[src/rtl/core/itc_pkg.sv]
// ----------------------------------------------------------------------------
// itc_pkg
// Shared types and constants for the integer to text converter.
// ----------------------------------------------------------------------------
package itc_pkg;

  // Conversion kinds
  localparam logic [2:0] KIND_SDEC   = 3'd0;
  localparam logic [2:0] KIND_UDEC   = 3'd1;
  localparam logic [2:0] KIND_HEXL   = 3'd2;
  localparam logic [2:0] KIND_HEXU   = 3'd3;
  localparam logic [2:0] KIND_BIN    = 3'd4;
  localparam logic [2:0] KIND_BINSP  = 3'd5;
  localparam logic [2:0] KIND_SIZE1K = 3'd6;
  localparam logic [2:0] KIND_SIZE1M = 3'd7;

  localparam int unsigned NUM_DIGITS = 10;   // max decimal digits of a 32-bit value
  localparam int unsigned DIG_IDX_W  = 4;
  localparam int unsigned CNT_W      = 6;

  localparam logic [31:0] LIMIT_1K  = 32'd1024;
  localparam logic [31:0] LIMIT_1M  = 32'd1048576;
  localparam logic [31:0] RECIP_TEN = 32'hCCCC_CCCD;  // ceil(2^35 / 10)

  // ASCII
  localparam logic [6:0] CHR_ZERO  = 7'h30;
  localparam logic [6:0] CHR_ONE   = 7'h31;
  localparam logic [6:0] CHR_MINUS = 7'h2D;
  localparam logic [6:0] CHR_SPACE = 7'h20;
  localparam logic [6:0] CHR_X     = 7'h78;
  localparam logic [6:0] CHR_B     = 7'h42;
  localparam logic [6:0] CHR_K     = 7'h4B;
  localparam logic [6:0] CHR_M     = 7'h4D;
  localparam logic [6:0] CHR_G     = 7'h47;
  localparam logic [6:0] CHR_LC_A  = 7'h61;
  localparam logic [6:0] CHR_UC_A  = 7'h41;

  typedef enum logic [3:0] {
    SEL_MINUS,
    SEL_ZERO,
    SEL_X,
    SEL_DIG,
    SEL_HEX,
    SEL_BIT,
    SEL_SPACE,
    SEL_UNIT,
    SEL_B
  } char_sel_e;

  typedef struct packed {
    logic [31:0] value;
    logic [2:0]  kind;
    logic        hex_prefix;
  } in_t;

  typedef struct packed {
    logic [6:0] text_char;
    logic       last;
  } out_t;

  // controller -> datapath
  typedef struct packed {
    logic      load;
    logic      norm_step;
    logic      div_step;
    logic      shl4;
    logic      shl1;
    logic      cnt_inc;
    logic      cnt_dec;
    logic      emit;
    char_sel_e sel;
    logic      last;
  } cmd_t;

  // datapath -> controller
  typedef struct packed {
    logic [2:0]       kind;
    logic             pfx;
    logic             neg;
    logic             ge_limit;
    logic             q_zero;
    logic [CNT_W-1:0] cnt;
    logic [1:0]       steps;
    logic             out_free;
  } sts_t;

endpackage

[src/rtl/core/itc_ctrl.sv]
// ----------------------------------------------------------------------------
// itc_ctrl
// Sequencer: load, size scaling, digit extraction and character emission.
// ----------------------------------------------------------------------------
module itc_ctrl (
  input  logic          clk_i,
  input  logic          rst_ni,
  input  logic          in_valid_i,
  output logic          in_stall_o,
  input  itc_pkg::sts_t sts_i,
  output itc_pkg::cmd_t cmd_o
);
  import itc_pkg::*;

  localparam logic [3:0] ST_IDLE  = 4'd0;
  localparam logic [3:0] ST_START = 4'd1;
  localparam logic [3:0] ST_NORM  = 4'd2;
  localparam logic [3:0] ST_DIV   = 4'd3;
  localparam logic [3:0] ST_SIGN  = 4'd4;
  localparam logic [3:0] ST_DEC   = 4'd5;
  localparam logic [3:0] ST_SPC   = 4'd6;
  localparam logic [3:0] ST_UNIT  = 4'd7;
  localparam logic [3:0] ST_BCH   = 4'd8;
  localparam logic [3:0] ST_PFX0  = 4'd9;
  localparam logic [3:0] ST_PFXX  = 4'd10;
  localparam logic [3:0] ST_HEX   = 4'd11;
  localparam logic [3:0] ST_BIN   = 4'd12;
  localparam logic [3:0] ST_BSP   = 4'd13;

  logic [3:0] state_q, state_d;
  logic       is_size;
  logic       go;

  assign is_size = (sts_i.kind == KIND_SIZE1K) || (sts_i.kind == KIND_SIZE1M);
  assign go      = sts_i.out_free;
  assign in_stall_o = (state_q != ST_IDLE);

  always_comb begin
    state_d = state_q;
    cmd_o   = '0;
    cmd_o.sel = SEL_SPACE;
    unique case (state_q)
      ST_IDLE: begin
        if (in_valid_i) begin
          cmd_o.load = 1'b1;
          state_d    = ST_START;
        end
      end
      ST_START: begin
        unique case (sts_i.kind) inside
          KIND_SDEC, KIND_UDEC:     state_d = ST_DIV;
          KIND_SIZE1K, KIND_SIZE1M: state_d = ST_NORM;
          KIND_HEXL, KIND_HEXU:     state_d = sts_i.pfx ? ST_PFX0 : ST_HEX;
          default:                  state_d = ST_BIN;
        endcase
      end
      ST_NORM: begin
        if (sts_i.ge_limit) begin
          cmd_o.norm_step = 1'b1;
        end else begin
          state_d = ST_DIV;
        end
      end
      ST_DIV: begin
        cmd_o.div_step = 1'b1;
        if (sts_i.q_zero) begin
          state_d = sts_i.neg ? ST_SIGN : ST_DEC;
        end
      end
      ST_SIGN: begin
        cmd_o.emit = go;
        cmd_o.sel  = SEL_MINUS;
        if (go) state_d = ST_DEC;
      end
      ST_DEC: begin
        cmd_o.emit    = go;
        cmd_o.sel     = SEL_DIG;
        cmd_o.cnt_dec = go;
        cmd_o.last    = (sts_i.cnt == CNT_W'(1)) && !is_size;
        if (go && sts_i.cnt == CNT_W'(1)) begin
          state_d = is_size ? ST_SPC : ST_IDLE;
        end
      end
      ST_SPC: begin
        cmd_o.emit = go;
        cmd_o.sel  = SEL_SPACE;
        if (go) state_d = (sts_i.steps != 2'd0) ? ST_UNIT : ST_BCH;
      end
      ST_UNIT: begin
        cmd_o.emit = go;
        cmd_o.sel  = SEL_UNIT;
        if (go) state_d = ST_BCH;
      end
      ST_BCH: begin
        cmd_o.emit = go;
        cmd_o.sel  = SEL_B;
        cmd_o.last = 1'b1;
        if (go) state_d = ST_IDLE;
      end
      ST_PFX0: begin
        cmd_o.emit = go;
        cmd_o.sel  = SEL_ZERO;
        if (go) state_d = ST_PFXX;
      end
      ST_PFXX: begin
        cmd_o.emit = go;
        cmd_o.sel  = SEL_X;
        if (go) state_d = ST_HEX;
      end
      ST_HEX: begin
        cmd_o.emit    = go;
        cmd_o.sel     = SEL_HEX;
        cmd_o.shl4    = go;
        cmd_o.cnt_inc = go;
        cmd_o.last    = (sts_i.cnt == CNT_W'(7));
        if (go && sts_i.cnt == CNT_W'(7)) state_d = ST_IDLE;
      end
      ST_BIN: begin
        cmd_o.emit    = go;
        cmd_o.sel     = SEL_BIT;
        cmd_o.shl1    = go;
        cmd_o.cnt_inc = go;
        cmd_o.last    = (sts_i.kind == KIND_BIN) && (sts_i.cnt == CNT_W'(31));
        if (go) begin
          if (sts_i.kind == KIND_BINSP && sts_i.cnt[2:0] == 3'd7) begin
            state_d = ST_BSP;
          end else if (sts_i.cnt == CNT_W'(31)) begin
            state_d = ST_IDLE;
          end
        end
      end
      ST_BSP: begin
        cmd_o.emit = go;
        cmd_o.sel  = SEL_SPACE;
        cmd_o.last = (sts_i.cnt == CNT_W'(32));
        if (go) state_d = (sts_i.cnt == CNT_W'(32)) ? ST_IDLE : ST_BIN;
      end
      default: state_d = ST_IDLE;
    endcase
  end

  always_ff @(posedge clk_i or negedge rst_ni) begin
    if (!rst_ni) begin
      state_q <= ST_IDLE;
    end else begin
      state_q <= state_d;
    end
  end

endmodule

[config.mk]
export PLATFORM = sky130hd
export DESIGN_NAME = itc_ctrl
export DESIGN_NICKNAME = d
export VERILOG_FILES = /design/src/rtl/core/itc_pkg.sv /design/src/rtl/core/itc_ctrl.sv
export SDC_FILE = /design/constraint.sdc
export NUM_CORES = 1
export LEC_CHECK = 0
export ABC_CLOCK_PERIOD_IN_PS = 2440
export BUFFER_PORTS_ARGS = -buffer_cell sky130_fd_sc_hd__clkbuf_2
export CORE_MARGIN = 4
export CORE_UTILIZATION = 46
export CTS_BUF_LIST = sky130_fd_sc_hd__clkbuf_16
export DETAILED_ROUTE_END_ITERATION = 7
export PLACE_DENSITY = 0.84
export SLEW_MARGIN = 20
export SYNTH_ARGS = -nofsm -noshare
export SYNTH_HDL_FRONTEND = slang
export SYNTH_SLANG_ARGS = --single-unit
[constraint.sdc]
create_clock -name clk_i -period 2.44 [get_ports clk_i]
set_input_delay 0.488 -clock clk_i [delete_from_list [all_inputs] [get_ports clk_i]]
set_output_delay 0.488 -clock clk_i [all_outputs]
set_load 0.1 [all_outputs]
# Word level (Yosys, flattened, before mapping)
# Cells that the tools add are included.
dict set report totals {
  register_bits 4
  in_bits 19
}
dict set report classes {
  n_eq_ne 39
  n_reduce_logical 17
  mux 33
}
# op count
set op_table {}
lappend op_table {{$mux 4} 17}
lappend op_table {{$pmux 4 s14} 1}
lappend op_table {{$pmux 5 s9} 1}
lappend op_table {{$ne 2x2->1 const B} 13}
lappend op_table {{$eq 4x4->1 const B} 6}
lappend op_table {{$eq 4x3->1 const B} 4}
lappend op_table {{$eq 3x3->1 const B} 5}
lappend op_table {{$reduce_and 14->1} 1}
lappend op_table {{$pmux 4 s3} 1}
lappend op_table {{$mux 1} 10}
lappend op_table {{$reduce_or 2->1} 5}
lappend op_table {{$eq 4x2->1 const B} 2}
lappend op_table {{$eq 3x2->1 const B} 2}
lappend op_table {{$eq 6x1->1 const B} 1}
lappend op_table {{$eq 6x3->1 const B} 1}
lappend op_table {{$eq 6x5->1 const B} 1}
lappend op_table {{$eq 6x6->1 const B} 1}
lappend op_table {{$logic_and 1x1->1} 5}
lappend op_table {{$pmux 1 s5} 1}
lappend op_table {{$eq 4x1->1 const B} 1}
lappend op_table {{$logic_not 4->1} 1}
lappend op_table {{$reduce_bool 4->1} 1}
lappend op_table {{$eq 3x1->1 const B} 1}
lappend op_table {{$logic_not 3->1} 1}
lappend op_table {{other kinds (6)} 6}

# Depth between registers and ports, before layout
dict set report logic_depth {
  depth_word 5
  depth_mapped 7
  ltp_nobuf 5
}

# Least setup slack after synthesis
# No wires, ideal clock.
dict set report synth_timing {
  path_kind {input-to-output}
  startpoint {in sts_i[5] (netlist name)}
  endpoint {out cmd_o[0] (netlist name)}
  stages 4
  n_path_buf 0
  required_time_ps 1952
  setup_slack_ps -1070
  arrival_ps 3022
  cell_sequence {nand3_1 > nor4_1 > a21oi_1 > o21ai_0}
}
# element line
set synth_lines {}
lappend synth_lines {{from (decl)} itc_ctrl.sv:10} ;# input itc_pkg::sts_t sts_i,
lappend synth_lines {{to (decl)} itc_ctrl.sv:11} ;# output itc_pkg::cmd_t cmd_o

==> flow_summary.yaml <==
synthesis:
  synth_edf_count: 0
  seq_area_frac_synth: 0.136
  syn_area_sq_um: 736
  syn_nets: 123
  ys.flop_type: "dfrtp_1"
  synth_area_per_cell_sq_um: 7.07
  async_flop_share: 1.00
  syn_inst: 104
  ys_seq_elements: 4
  synth.distinct_cells: 43
  yosysWarningCount: 0
floorplanning:
  rows: 14
  die_h_microns: 48.0
  die_area_sq_um: 2300
  io_pins: 33
  initial_utilization: 0.488
  die_x_microns: 48.0
  core_area_sq_um: 1510
final_layout:
  largestRegisters: "state_q: 4 flops"
  areaGrowthSynthToFinish_pct: 56.6
  diodes: 0
  mostFrequentLayoutCell: "clkbuf_2"
  regMostFlops: "state_q"
  num-nets-final: 159
  layout_common_cells: "clkbuf_2 (20), a21oi_1 (10), buf_4 (10)"
  design_area_sq_um: 1150
  largest_reg_flops: 4
  drive_above_1_share: 0.391
pwr:
  total_power_mw: 1.88
  clkPwrFrac: 0.136
  seqPwrFrac: 0.094
  swShare: 0.576
  p_int_mw: 0.798
  p_leak_nw: 0.519
  peakVddDrop_v: 0.00152
  powerDensity_nw_per_um2: 1630
  combPwrFrac: 0.769
  p_sw_mw: 1.08
routing:
  vias: 946
  drt-total-wl_microns: 2310
  ant_nets: 0
  top_layer: "met4"
  wirelength_met1_microns: 896
  remaining_drc_errors: 0
  met2RoutedLength_microns: 1220
  vias_per_cell: 6.14
  drt-initial-drc-count: 29
  wl_per_cell_microns: 15.0
  dr.pass1.iters: 4
  wl_met3_microns: 181
global_routing:
  grt_max_degree: 17
  antenna_found_initial: 0
  grt_pass1_wl_microns: 3570
  grt.overflow.total: 0
  grt_pass1_vias: 853
  track_usage: 0.227
placement:
  dp_hpwl_microns: 1860
  numPortBuffers: 32
  gp_congestion: 0.898
  postPlaceCellArea_sq_um: 1060
  pre_cts_slack_ps: 43.3
critical_path:
  crit_family: "simple AND/OR/NAND/NOR gates"
  required_ps: 1950
  cp_slowest_stage_delay_ps: 560
  slowest_stage: "or4_4"
  crit_arrival_ps: 1920
  critical_path.cell_chain: "buf_6 -> or4_4 -> nor3b_4 -> a32o_1 -> a21oi_1 -> o21ai_1 -> clkbuf_16"
  critPathKind: "input port to output pin"
  crit_fanout: 3
  path_buf_inv: 2
  start_kind: "input port"
  end_kind: "output pin"
timing:
  period_share: 0.988
  rsz0062_at_grt: "no"
  finalSetupViolCount: 0
  setup_ws_ps: 30.3
  period_needed_ps: 2410
  finalHoldViolCount: 0
  slew_headroom: 0.639
  slew_viol_final: 0
  final.setup_skew_ps: 4.31
  worst_slew_pin_slew_ps: 543
  fmax_ghz: 0.415
clocking:
  cts-root-buf: "clkbuf_16"
  ctsResizeCount: 0
  cts_tree: "done"
  ctsHoldBuffers: 0
  cts_sinks: 4
  clk_latency_ps: 230
  clk_pin_slew_ps: 30
  post-cts-setup-buffer-count: 0
  cts_buffer_depth: 2
  h-tree-depth: 1
  numCtsBuffers: 3
hold_path:
  min_path_type: "input port to asynchronous set/reset pin"
outcome:
  outcome: "finished clean"
run:
  max_cap_violations: 0
-- Yosys cell counts (all sizes together), types with 3 or more instances --
cell type	n	area, sq um
mux2	3	33.8
nor2b	3	18.8
a21oi	12	60.1
buf	6	47.5
and2	3	18.8
nor2	9	33.8
o21ai	8	40.0
nand3b	3	22.5
dfrtp	4	100
nor3	6	41.3
inv	4	15.0
nand2	7	26.3
and3	4	25.0
nand3	3	15.0
-- power by group through the flow --
| stage | sequential (mW) | clock, mW | combinational [mW] |
|---|---|---|---|
| floorplan | 0.120 | 0 | 1.15 |
| global placement | 0.171 | 0 | 1.41 |
| detailed placement | 0.174 | 0 | 1.44 |
| CTS | 0.174 | 0.260 | 1.44 |
| global route | 0.185 | 0.266 | 1.52 |
| finish | 0.177 | 0.256 | 1.45 |
-- cell type report --
class	count	area, sq um
multi-input cells	89	611
fillers	108	354
repair buffers	38	332
flip-flops and latches	4	100
clock buffers	3	75.1
well taps	16	20.0
inverters	4	15.0
-- cell families after synthesis --
| kind of cell | Yosys count | share of synthesized area |
|---|---|---|
| buffers and inverters | 11 | 0.0901 |
| xor gates and xnor gates | 1 | 0.0119 |
| muxes | 4 | 0.0595 |
| and+or+nand+nor | 50 | 0.410 |
| AOI/OAI and AO/OA | 34 | 0.293 |
| DFF | 4 | 0.136 |
-- path summary, 6_finish.rpt --
path                             from    endpoint  slack, ps  cells after the start
max                          sts_i[5]    cmd_o[0]         30                      7
min                            rst_ni  state_q[0]         60                      1
max reg2reg                state_q[3]  state_q[2]        370                      5
min reg2reg                state_q[1]  state_q[1]        860                      2
max in group asynchronous      rst_ni  state_q[2]       2250                      1
min in group clk_i          sts_i[14]  state_q[1]        750                      4
-- routing by layer --
layer,vias to the layer above,GRT usage
li1,454,-
met3,2,0.0451
met2,45,0.412
met5,-,0
met1,445,0.234
met4,0,0.140
-- stage by stage --
step / std cells / hold slack, ps / TNS [ps] / util
6_report: 154 / 61.9 / 0 / 0.765
3_3_place_gp: 151 / 294 / 0 / 0.703
3_5_place_dp: 151 / 298 / 0 / 0.703
5_1_grt: 154 / 63.6 / 0 / 0.765
4_1_cts: 154 / 60.6 / 0 / 0.753
2_1_floorplan: 104 / 192 / -385 / -
(Power assumes the default switching activity.)
